File: config.mk
export PLATFORM = sky130hd
export DESIGN_NAME = bss_ctrl
export DESIGN_NICKNAME = d
export VERILOG_FILES = /design/src/rtl/bss_pkg.sv /design/src/rtl/bss_ctrl.sv
export SDC_FILE = /design/constraint.sdc
export NUM_CORES = 1
export LEC_CHECK = 0
export BUFFER_PORTS_ARGS = -buffer_cell sky130_fd_sc_hd__buf_4
export CORE_AREA = 2 2 39 41
export DETAILED_ROUTE_END_ITERATION = 10
export DIE_AREA = 0 0 41 43
export PLACE_DENSITY = 0.56
export SLEW_MARGIN = 40
export SYNTH_ARGS = -nofsm -noshare
export SYNTH_HDL_FRONTEND = slang
export SYNTH_SLANG_ARGS = --single-unit
File: constraint.sdc
create_clock -name clk -period 3.3 [get_ports clk]
set_clock_uncertainty 0.05 [all_clocks]
set_input_delay 0.495 -clock clk [delete_from_list [all_inputs] [get_ports clk]]
set_output_delay 0.495 -clock clk [all_outputs]
set_load 0.01 [all_outputs]
File: src/rtl/bss_pkg.sv
// Package: shared constants, opcodes and controller/datapath command types.
`timescale 1ns / 1ps
`default_nettype none

package bss_pkg;

  // Default buffer depth
  localparam int SIZE_DEF = 16;

  // Fixed field widths
  localparam int SAMPLE_W = 16;
  localparam int TOTAL_W  = 20;
  localparam int MEAN_W   = 16;

  // Opcodes
  localparam logic OP_ADD   = 1'b0;
  localparam logic OP_FLUSH = 1'b1;

  // Controller to datapath commands
  typedef struct packed {
    logic load;       // latch input beat, update count and total
    logic div_start;  // launch mean division
    logic ins_step;   // one step of sorted insertion
    logic med_rd_hi;  // read upper middle entry
    logic med_rd_lo;  // capture upper middle, read lower middle
    logic med_lat_a;  // capture lower middle
    logic out_load;   // load result register
  } bss_cmd_t;

  // Datapath to controller status
  typedef struct packed {
    logic do_ins;     // current beat stores a sample
    logic ins_done;   // insertion slot found this cycle
    logic cnt_zero;   // buffer is empty
    logic div_busy;   // divider still iterating
    logic out_full;   // result register holds a beat not taken this cycle
  } bss_stat_t;

endpackage

`default_nettype wire

File: src/rtl/bss_ctrl.sv
// Module: controller state machine sequencing load, insertion, median reads and result.
`timescale 1ns / 1ps
`default_nettype none

module bss_ctrl import bss_pkg::*; (
  input  logic      clk,
  input  logic      rst,
  input  logic      in_valid,
  output logic      in_ready,
  input  bss_stat_t stat,
  output bss_cmd_t  cmd
);

  typedef enum logic [6:0] {
    S_IDLE = 7'b0000001,
    S_PREP = 7'b0000010,
    S_INS  = 7'b0000100,
    S_MED1 = 7'b0001000,
    S_MED2 = 7'b0010000,
    S_MED3 = 7'b0100000,
    S_FIN  = 7'b1000000
  } state_t;

  state_t state;
  state_t state_next;

  // Advance state
  always_ff @(posedge clk) begin
    if (rst) begin
      state <= S_IDLE;
    end else begin
      state <= state_next;
    end
  end

  // Next state and commands
  always_comb begin
    state_next = state;
    cmd        = '0;
    unique case (state)
      S_IDLE: begin
        if (in_valid) begin
          cmd.load   = 1'b1;
          state_next = S_PREP;
        end
      end
      S_PREP: begin
        cmd.div_start = !stat.cnt_zero;
        if (stat.do_ins) begin
          state_next = S_INS;
        end else if (stat.cnt_zero) begin
          state_next = S_FIN;
        end else begin
          state_next = S_MED1;
        end
      end
      S_INS: begin
        cmd.ins_step = 1'b1;
        if (stat.ins_done) begin
          state_next = S_MED1;
        end
      end
      S_MED1: begin
        cmd.med_rd_hi = 1'b1;
        state_next    = S_MED2;
      end
      S_MED2: begin
        cmd.med_rd_lo = 1'b1;
        state_next    = S_MED3;
      end
      S_MED3: begin
        cmd.med_lat_a = 1'b1;
        state_next    = S_FIN;
      end
      S_FIN: begin
        // Hold until the divider ends and the result slot is free
        if (!stat.div_busy && !stat.out_full) begin
          cmd.out_load = 1'b1;
          state_next   = S_IDLE;
        end
      end
      default: begin
        state_next = S_IDLE;
      end
    endcase
  end

  assign in_ready = (state == S_IDLE);

endmodule

`default_nettype wire

==> results_dict.tcl <==
set metrics [dict create \
    status "finished clean" \
    synth_top_cell_by_area "dfxtp_1" \
    gp_congestion 0.706 \
    yosys_warnings 0 \
    r2r-start "state[2]" \
    avgRoutedWirePerCell_um 12.6 \
    setup_viol_count_final 0 \
    instances_no_fill 88 \
    worstPathRequired_ps 2750 \
    clock-root-buffer "clkbuf_4" \
    synth_cells 54 \
    min_period_over_period 0.616 \
    holdBufCountCts 0 \
    port_buffers 15 \
    start_util 0.333 \
    p_leak_uw 0.000289 \
    crit_path_top_delay_cell "dfxtp_1" \
    place_area_um2 586 \
    cp.depth 4 \
    critical_path_buf_inv_count 1 \
    cts_sinks 7 \
    die_x_um 41 \
    ios 16 \
    die_h_um 43 \
    grtUsageTotal 0.149 \
    slew_viol_final 0 \
    rsz0062_at_grt "false" \
    fin_ws_ps 1270 \
    grt_max_degree 10 \
    grt_pass1_vias 380 \
    fin_crit_ps 2030 \
    grt_overflow 0 \
    drive_gt1_frac 0.333 \
    crit_path_max_fanout 9 \
    avgSynthCellArea_um2 8.53 \
    largest-register "state" \
    antenna_found_initial 0 \
    end_kind "output pin" \
    fin_area_um2 612 \
    largest_register_ffs 7 \
    ys_seq_area_frac 0.304 \
    endpoint "cmd[6]" \
    vias 474 \
    vias_per_cell 5.39 \
    numCtsBuffers 3 \
    dp.cells 84 \
    grt_pass1_wl_um 1750 \
    post_cts_buffers 0 \
    fmax_mhz 492 \
    drt-total-wl_um 1110 \
    dp_hpwl_um 848 \
    synth_cell_types 30 \
    top_regs "state x7" \
    tightest_slew_ps 434 \
    num-fill-cells 143 \
    final.setup.tns_ps 0 \
    preCtsSetupSlack_ps 1550 \
    slowest_delay_ps 370 \
    yosys_register_bits 7 \
    postRouteAntennaNets 0 \
    synth.cell_area_um2 460 \
    min_path_type "input pin to flip-flop" \
    cts_tree "built" \
    firstDrtPassIters 4 \
    rr_endpoint "state[5]" \
    crit_start "state[4]" \
    crit_chain "nor3_4, and4b_1, and2_4, buf_4" \
    drt_iter0_drc 4 \
    core_um2 1380 \
    cp-start-kind "flip-flop" \
    relSlewSlack 0.707 \
    p_per_area_nw_per_um2 351 \
    syn-num-nets 62 \
    report.power.total_uw 214 \
    nets 81 \
    yosys-top-cells-area "dfxtp_1, nor2_1, and3_1" \
    ir_drop_v 0.000136 \
    antenna_cells 0 \
    htree_levels 1 \
    path_class "flip-flop to output pin" \
    cts.clk_slew.worst_paths_ps 60 \
    cts_resized 0 \
    rows 14 \
    reg2reg_depth 4 \
    maxCapViolations 0 \
    cts.path.max_buffers 2 \
    path_delay_family "simple AND/OR/NAND/NOR gates" \
    dieArea_um2 1760 \
    clkLatencyLatePin_ps 260 \
    syn2layout_area_growth_pct 32.9 \
    ff2ff_setup_slack_ps 1770 \
    layout_common_cells "buf_4, nor2_1, dfxtp_1" \
    final_common_cell "buf_4" \
    hold_viol_final 0 \
    yosysTopAreaCellShare 0.304 \
    route.detailed.drc 0 \
    crit_arrival_ps 1490 \
]
worst reg2reg max path, stage by stage, from the launching register on:
cell     delay, ps
dfxtp_1        510
or3b_1         380
o31ai_1         90
nand3_1        180
and3_1         200
kinds of logic (layout without fill, tap and decap cells):
logic type,Yosys count,count (layout),synth area share
AO/OA/AOI/OAI,10,10,0.149
flip-flops,7,7,0.304
buffers and inverters,3,21,0.0326
AND/OR/NAND/NOR,32,32,0.476
XOR/XNOR,2,2,0.0381
cells in the mapped netlist:
library cell,instances
or3b_1,1
o31ai_1,1
and4b_2,1
and2b_1,1
dfxtp_1,7
nor3_4,1
and4_2,2
inv_1,2
buf_4,1
and2_1,1
nor4_4,1
nand3b_1,1
a31oi_1,1
nor2b_1,1
and2_4,1
o21ai_1,1
o211ai_1,1
and4b_1,1
nand2_1,3
nand3_1,3
xor2_1,2
o21ai_0,2
and3_1,4
a41oi_1,1
nand4b_1,1
nor3_1,1
o211a_1,1
o2111ai_1,1
a21oi_1,1
nor2_1,8
metal layers:
metal,GRT usage,share of wire,up-vias
li1,-,-,239
met1,0.193,0.45,219
met2,0.231,0.49,12
met3,0,0.036,4
met4,0.100,0.023,0
met5,0,0,-
power breakdown:
| part | total (uW) | internal, uW | switching (uW) |
|---|---|---|---|
| registers | 93.6 | 87.5 | 6.17 |
| logic | 41.2 | 22.6 | 18.6 |
| clock network | 79.6 | 46.3 | 33.4 |
metrics by stage:
stage / util / hold slack, ps
floorplan: - / 511
global placement: 0.423 / 567
detailed placement: 0.423 / 575
CTS: 0.442 / 367
global route: 0.442 / 387
finish: 0.442 / 369
layout make-up:
cell class	instances	area (um^2)	area share
timing repair buffer	15	113	0.184
clock buffer	4	26.3	0.0429
inverter	2	7.51	0.0123
sequential	7	140	0.229
multi-input combinational	44	305	0.499
tap	16	20.0	0.0327
how the worst min path moves through the flow:
stage / slack (ps) / from / depth (start not counted) / to
2_1_floorplan: 510 / state[5] / 2 / state[6]
3_3_place_gp: 570 / state[5] / 2 / state[6]
3_5_place_dp: 580 / state[5] / 2 / state[6]
4_1_cts: 370 / rst / 2 / state[6]
5_1_grt: 390 / rst / 2 / state[6]
6_report: 370 / rst / 2 / state[6]
No activity file was read; power rests on OpenSTA's default activity.
