<file path="src/rtl/bss_pkg.sv">
// Package: shared constants, opcodes and controller/datapath command types.
`timescale 1ns / 1ps
`default_nettype none

package bss_pkg;

  // Default buffer depth
  localparam int SIZE_DEF = 16;

  // Fixed field widths
  localparam int SAMPLE_W = 16;
  localparam int TOTAL_W  = 20;
  localparam int MEAN_W   = 16;

  // Opcodes
  localparam logic OP_ADD   = 1'b0;
  localparam logic OP_FLUSH = 1'b1;

  // Controller to datapath commands
  typedef struct packed {
    logic load;       // latch input beat, update count and total
    logic div_start;  // launch mean division
    logic ins_step;   // one step of sorted insertion
    logic med_rd_hi;  // read upper middle entry
    logic med_rd_lo;  // capture upper middle, read lower middle
    logic med_lat_a;  // capture lower middle
    logic out_load;   // load result register
  } bss_cmd_t;

  // Datapath to controller status
  typedef struct packed {
    logic do_ins;     // current beat stores a sample
    logic ins_done;   // insertion slot found this cycle
    logic cnt_zero;   // buffer is empty
    logic div_busy;   // divider still iterating
    logic out_full;   // result register holds a beat not taken this cycle
  } bss_stat_t;

endpackage

`default_nettype wire

</file>
<file path="src/rtl/bss_div.sv">
// Module: restoring divider, signed dividend by unsigned divisor, one bit a cycle.
`timescale 1ns / 1ps
`default_nettype none

module bss_div import bss_pkg::*; #(
  parameter int NUM_W = TOTAL_W,
  parameter int DEN_W = $clog2(SIZE_DEF + 1),
  localparam int STEP_W = $clog2(NUM_W + 1)
) (
  input  logic                    clk,
  input  logic                    rst,
  input  logic                    start,
  input  logic signed [NUM_W-1:0] num,
  input  logic [DEN_W-1:0]        den,
  output logic                    busy,
  output logic [NUM_W-1:0]        quo
);

  logic [STEP_W-1:0] steps;
  logic [DEN_W-1:0]  rem;
  logic [NUM_W-1:0]  acc;
  logic [DEN_W-1:0]  den_q;
  logic              neg;
  logic [DEN_W:0]    trial;
  logic [DEN_W:0]    diff;
  logic              ge;

  // Shift in next dividend bit and try subtracting
  always_comb begin
    trial = {rem, acc[NUM_W-1]};
    diff  = trial - {1'b0, den_q};
    ge    = (trial >= {1'b0, den_q});
  end

  // Control: iteration count
  always_ff @(posedge clk) begin
    if (rst) begin
      busy  <= 1'b0;
      steps <= '0;
    end else if (start) begin
      busy  <= 1'b1;
      steps <= STEP_W'(NUM_W);
    end else if (busy) begin
      steps <= steps - 1'b1;
      if (steps == STEP_W'(1)) begin
        busy <= 1'b0;
      end
    end
  end

  // Datapath: magnitude, remainder and quotient bits
  always_ff @(posedge clk) begin
    if (start) begin
      neg   <= num[NUM_W-1];
      acc   <= num[NUM_W-1] ? NUM_W'(-num) : NUM_W'(num);
      rem   <= '0;
      den_q <= den;
    end else if (busy) begin
      rem <= ge ? diff[DEN_W-1:0] : trial[DEN_W-1:0];
      acc <= {acc[NUM_W-2:0], ge};
    end
  end

  // Apply sign, truncation toward zero
  assign quo = neg ? NUM_W'(-acc) : acc;

endmodule

`default_nettype wire

</file>
<file path="src/rtl/bss_datapath.sv">
// Module: count and total registers, sorted sample memory, median and result register.
`timescale 1ns / 1ps
`default_nettype none

module bss_datapath import bss_pkg::*; #(
  parameter int SIZE = SIZE_DEF,
  localparam int CNT_W = $clog2(SIZE + 1),
  localparam int IDX_W = (SIZE > 1) ? $clog2(SIZE) : 1
) (
  input  logic                       clk,
  input  logic                       rst,
  input  bss_cmd_t                   cmd,
  output bss_stat_t                  stat,
  input  logic                       in_opcode,
  input  logic signed [SAMPLE_W-1:0] in_sample,
  output logic                       out_valid,
  input  logic                       out_ready,
  output logic                       out_accepted,
  output logic [CNT_W-1:0]           out_count,
  output logic signed [TOTAL_W-1:0]  out_total,
  output logic signed [MEAN_W-1:0]   out_mean,
  output logic signed [SAMPLE_W-1:0] out_middle
);

  logic [CNT_W-1:0]           held_count;
  logic signed [TOTAL_W-1:0]  running_total;
  logic                       do_ins;
  logic                       ok_flag;
  logic signed [SAMPLE_W-1:0] samp;
  logic [CNT_W-1:0]           ins_pos;
  logic signed [SAMPLE_W-1:0] sorted_mem [SIZE];
  logic signed [SAMPLE_W-1:0] rd_data;
  logic signed [SAMPLE_W-1:0] med_a;
  logic signed [SAMPLE_W-1:0] med_b;

  logic signed [TOTAL_W-1:0]  sample_ext;
  logic                       shift;
  logic [CNT_W-1:0]           half;
  logic [CNT_W-1:0]           rd_ptr;
  logic [IDX_W-1:0]           rd_addr;
  logic [IDX_W-1:0]           wr_addr;
  logic                       div_busy;
  logic [TOTAL_W-1:0]         quo;
  logic signed [SAMPLE_W:0]   pair_sum;
  logic signed [SAMPLE_W:0]   pair_adj;
  logic signed [SAMPLE_W:0]   pair_half;
  logic signed [SAMPLE_W-1:0] mid;

  assign sample_ext = {{(TOTAL_W - SAMPLE_W){in_sample[SAMPLE_W-1]}}, in_sample};

  // Count, total and insert flag
  always_ff @(posedge clk) begin
    if (rst) begin
      held_count    <= '0;
      running_total <= '0;
      do_ins        <= 1'b0;
    end else if (cmd.load) begin
      do_ins <= 1'b0;
      if (in_opcode == OP_FLUSH) begin
        held_count    <= '0;
        running_total <= '0;
      end else if (held_count < CNT_W'(SIZE)) begin
        do_ins        <= 1'b1;
        held_count    <= held_count + 1'b1;
        running_total <= running_total + sample_ext;
      end
    end
  end

  // Beat payload: sample, accept flag, insertion position
  always_ff @(posedge clk) begin
    if (cmd.load) begin
      samp    <= in_sample;
      ins_pos <= held_count;
      ok_flag <= (in_opcode == OP_FLUSH) || (held_count < CNT_W'(SIZE));
    end else if (cmd.ins_step && shift) begin
      ins_pos <= ins_pos - 1'b1;
    end
  end

  // Move the entry below up while the new sample is not above it
  assign shift = (ins_pos != '0) && (samp <= rd_data);
  assign half  = held_count >> 1;

  // Select read address for the single read port
  always_comb begin
    priority if (cmd.med_rd_hi) begin
      rd_ptr = half;
    end else if (cmd.med_rd_lo) begin
      rd_ptr = half - 1'b1;
    end else if (cmd.ins_step && shift) begin
      rd_ptr = ins_pos - 1'b1 - 1'b1;
    end else begin
      rd_ptr = ins_pos - 1'b1;
    end
  end

  assign rd_addr = rd_ptr[IDX_W-1:0];
  assign wr_addr = ins_pos[IDX_W-1:0];

  // Sorted memory: one write, one registered read
  always_ff @(posedge clk) begin
    if (cmd.ins_step) begin
      sorted_mem[wr_addr] <= shift ? rd_data : samp;
    end
    rd_data <= sorted_mem[rd_addr];
  end

  // Capture middle entries
  always_ff @(posedge clk) begin
    if (cmd.med_rd_lo) begin
      med_b <= rd_data;
    end
    if (cmd.med_lat_a) begin
      med_a <= rd_data;
    end
  end

  // Mean divider
  bss_div #(
    .NUM_W (TOTAL_W),
    .DEN_W (CNT_W)
  ) u_div (
    .clk   (clk),
    .rst   (rst),
    .start (cmd.div_start),
    .num   (running_total),
    .den   (held_count),
    .busy  (div_busy),
    .quo   (quo)
  );

  // Median: odd count takes the middle, even count halves the pair toward zero
  always_comb begin
    pair_sum  = {med_a[SAMPLE_W-1], med_a} + {med_b[SAMPLE_W-1], med_b};
    pair_adj  = pair_sum + {{SAMPLE_W{1'b0}}, pair_sum[SAMPLE_W]};
    pair_half = pair_adj >>> 1;
    mid       = held_count[0] ? med_b : pair_half[SAMPLE_W-1:0];
  end

  // Result register valid
  always_ff @(posedge clk) begin
    if (rst) begin
      out_valid <= 1'b0;
    end else if (cmd.out_load) begin
      out_valid <= 1'b1;
    end else if (out_ready) begin
      out_valid <= 1'b0;
    end
  end

  // Result register payload
  always_ff @(posedge clk) begin
    if (cmd.out_load) begin
      out_accepted <= ok_flag;
      out_count    <= held_count;
      out_total    <= running_total;
      out_mean     <= stat.cnt_zero ? '0 : quo[MEAN_W-1:0];
      out_middle   <= stat.cnt_zero ? '0 : mid;
    end
  end

  // Status to controller
  always_comb begin
    stat.do_ins   = do_ins;
    stat.ins_done = !shift;
    stat.cnt_zero = (held_count == '0);
    stat.div_busy = div_busy;
    stat.out_full = out_valid && !out_ready;
  end

endmodule

`default_nettype wire

</file>
<file path="config.mk">
export PLATFORM = sky130hd
export DESIGN_NAME = bss_datapath
export DESIGN_NICKNAME = d
export VERILOG_FILES = /design/src/rtl/bss_pkg.sv /design/src/rtl/bss_div.sv /design/src/rtl/bss_datapath.sv
export SDC_FILE = /design/constraint.sdc
export NUM_CORES = 1
export LEC_CHECK = 0
export BUFFER_PORTS_ARGS = -buffer_cell sky130_fd_sc_hd__buf_4
export CORE_AREA = 2 2 261 263
export CTS_BUF_LIST = sky130_fd_sc_hd__clkbuf_8
export CTS_CLUSTER_DIAMETER = 50
export CTS_CLUSTER_SIZE = 8
export DETAILED_ROUTE_END_ITERATION = 10
export DIE_AREA = 0 0 263 265
export MAX_ROUTING_LAYER = met4
export PLACE_DENSITY = 0.56
export SYNTH_ARGS = -nofsm -noshare
export SYNTH_HDL_FRONTEND = slang
export SYNTH_SLANG_ARGS = --single-unit
</file>
<file path="constraint.sdc">
create_clock -name clk -period 5.5 [get_ports clk]
set_input_delay 0.55 -clock clk [delete_from_list [all_inputs] [get_ports clk]]
set_output_delay 0.55 -clock clk [all_outputs]
set_load 0.03 [all_outputs]
</file>
==> results_dict.tcl <==
set metrics [dict create \
    status "completed" \
    postRouteWirelength_um 47400 \
    cts_sinks 448 \
    synth-seq-cells 448 \
    post-route-min-period_ps 4310 \
    nFillCells 6504 \
    dp.cells 2303 \
    cts_tree "yes" \
    power_density_nw_per_um2 430 \
    start_util_pct 29.8 \
    grt_pass1_vias 11800 \
    startpoint_type "flip-flop" \
    synth_edf_count 394 \
    synth_common_cells "edfxtp_1, nor2_1, ha_1" \
    grtUsageTotal_pct 14.0 \
    syn-num-nets 1454 \
    drt-wirelength-per-cell_um 19.5 \
    fmax_mhz 232 \
    htree_num_levels 3 \
    clk_latency_ps 670 \
    tightest_slew_ps 1190 \
    pin_count 91 \
    p_leak_uw 0.00849 \
    rows 95 \
    post_cts.repair.setup_buffers 0 \
    worst-r2r-cell-count 14 \
    syn-cell-area_um2 19900 \
    synth_most_common_cell "edfxtp_1" \
    area_growth_pct 16.1 \
    cp_data_arrival_time_ps 3760 \
    fin_cells 2423 \
    netlist.area_leader.share_pct 59.5 \
    hold_buffers 0 \
    critPathTopFamily "compound AO/OA/AOI/OAI gates" \
    finalSetupViolCount 0 \
    worstSetupEndpointType "output port" \
    via_per_inst 4.82 \
    yosysWarnings 0 \
    syn_area_per_cell_um2 14.7 \
    min_period_over_period_pct 78.3 \
    synth_largest_area_cell "edfxtp_1" \
    synthArstFlopShare_pct 0 \
    clk_pin_slew_worst_paths_ps 70 \
    slowest_stage "o21ai_2" \
    ys_types 67 \
    synth-main-ff-cell "edfxtp_1" \
    grt_pass1_wl_um 71700 \
    gp_congestion 0.836 \
    cp_num_cells 9 \
    critPathRequiredTime_ps 4950 \
    layout.nets 1602 \
    dr.pass1.iters 5 \
    fin_tns_setup_ps 0 \
    route.detailed.drc 0 \
    critPathMaxStageDelay_ps 920 \
    whs_path_depth 1 \
    ys_seq_area_share_pct 64.9 \
    cts_resized 0 \
    die_h_um 265 \
    die_area_um2 69700 \
    hp-class "input port to flip-flop" \
    irDropWorstVdd_mv 0.173 \
    fp.dieW_um 263 \
    dpl.hpwl_um 30400 \
    io_buffers 90 \
    slew_violations 0 \
    rsz0062_at_grt "false" \
    path_cells "inv_1 > ha_1 > nand4_1 > or2_2 > a211oi_1 > nor4_1 > mux2i_1 > o21ai_2 > buf_4" \
    drive_above_1_share_pct 19.7 \
    synth_area_leaders "edfxtp_1, mux4_2, dfxtp_1, ha_1, mux2i_1" \
    root_buffer "clkbuf_8" \
    worstSetupPathType "flip-flop to output port" \
    grt_overflow 0 \
    ant_nets 0 \
    antenna_found_initial 2 \
    critical_path.max_fanout 32 \
    skew_ps 46.7 \
    finalHoldViolations 0 \
    fp.coreArea_um2 66800 \
    slew_headroom_pct 20.6 \
    grt_max_degree 65 \
    syn_inst 1352 \
    cts_buffer_depth 3 \
    drv_cap 0 \
    cts_buffers 68 \
    drt_iter0_markers 725 \
    vias 11700 \
    path_buf_inv 2 \
]
## layer usage
| metal | share of wire [%] | up-vias | wire [um] | global-route usage [%] |
|---|---|---|---|---|
| met3 | 5.5 | 84 | 2600 | 2.94 |
| met1 | 42 | 5837 | 19800 | 16.9 |
| met2 | 50 | 290 | 23700 | 23.3 |
| met4 | 2.6 | 0 | 1220 | 4.83 |
| li1 | - | 5466 | - | - |
| met5 | 0 | - | 0 | - |
## worst paths after layout
path | start | slack (ps) | end
min reg2reg | ok_flag | 430 | out_accepted
max reg2reg | rd_data[11] | 1320 | rd_data[14]
min | in_sample[0] | 90 | samp[0]
max | rd_data[11] | 1190 | stat[3]
## worst reg2reg max path: cells and delay by family, from the launching register on
family          cells  cell delay (ps)
compound gates      3              700
xor+xnor            1              200
fa+ha+maj           1              300
buf+inv             2              580
flops               1              470
mux                 4             1230
simple gates        3              510
## placed cells by master (no fill, tap or decap), types with 11 or more instances in the layout
| cell | Yosys | final |
|---|---|---|
| ha_1 | 72 | 72 |
| buf_4 | 8 | 129 |
| nand2_1 | 69 | 69 |
| edfxtp_1 | 394 | 394 |
| dfxtp_1 | 54 | 54 |
| nand3_1 | 14 | 14 |
| o21ai_0 | 47 | 47 |
| nor2_1 | 120 | 120 |
| nand4_1 | 11 | 11 |
| nor2b_1 | 13 | 13 |
| a21oi_1 | 63 | 63 |
| a22oi_1 | 15 | 15 |
| inv_1 | 51 | 87 |
| or3_1 | 14 | 14 |
| xor2_1 | 38 | 38 |
| mux2i_1 | 61 | 61 |
| a211oi_1 | 15 | 15 |
| mux4_2 | 64 | 64 |
| nor3_1 | 21 | 17 |
| xnor2_1 | 41 | 41 |
| clkbuf_8 | 0 | 69 |
## cell families after synthesis
group / after synthesis / synth area share [%]
adder cells (fa/ha/maj): 75 / 4.83
AO/OA/AOI/OAI: 206 / 6.63
buffers and inverters: 105 / 2.17
XOR/XNOR: 79 / 3.48
AND/OR/NAND/NOR: 306 / 7.22
multiplexers: 133 / 10.8
flip-flops: 448 / 64.9
## cell type report
class | count | area [um^2] | area share, %
clock buffer | 69 | 950 | 4.11
clock inverter | 49 | 298 | 1.29
sequential | 448 | 12900 | 55.9
antenna | 2 | 5.00 | 0.0217
tap | 873 | 1090 | 4.73
inverter | 52 | 195 | 0.845
timing repair buffer | 131 | 1010 | 4.37
multi-input combinational | 799 | 6640 | 28.7
## through the flow
step                cell area (um^2)  setup slack [ps]  power [uW]  utilization (%)  hold slack (ps)
global route                   23100               926       10500             34.6             59.5
finish                         23100              1190        9940             34.6             91.1
detailed placement             21800              1240        7470             32.7              426
floorplan                      19900              1920        6510                -              400
CTS                            23100              1180       10100             34.6             41.7
global placement               21800              1250        7420             32.7              409
## registers in the layout, summed over array words and instances, names as in the netlist, 16 cells and up
name / flops
rd_data: 16
out_middle: 16
u_div.acc: 20
running_total: 20
med_b: 16
sorted_mem: 256
med_a: 16
out_mean: 16
samp: 16
out_total: 20
## power by group
part           internal, uW  leakage, uW  total, uW  switching, uW
registers              4520      0.00416       4780            256
logic                   986      0.00357       2600           1620
clock network          1240     0.000762       2560           1320
total                  6750      0.00849       9940           3190
Note: power is estimated with default switching activity, not from simulation.
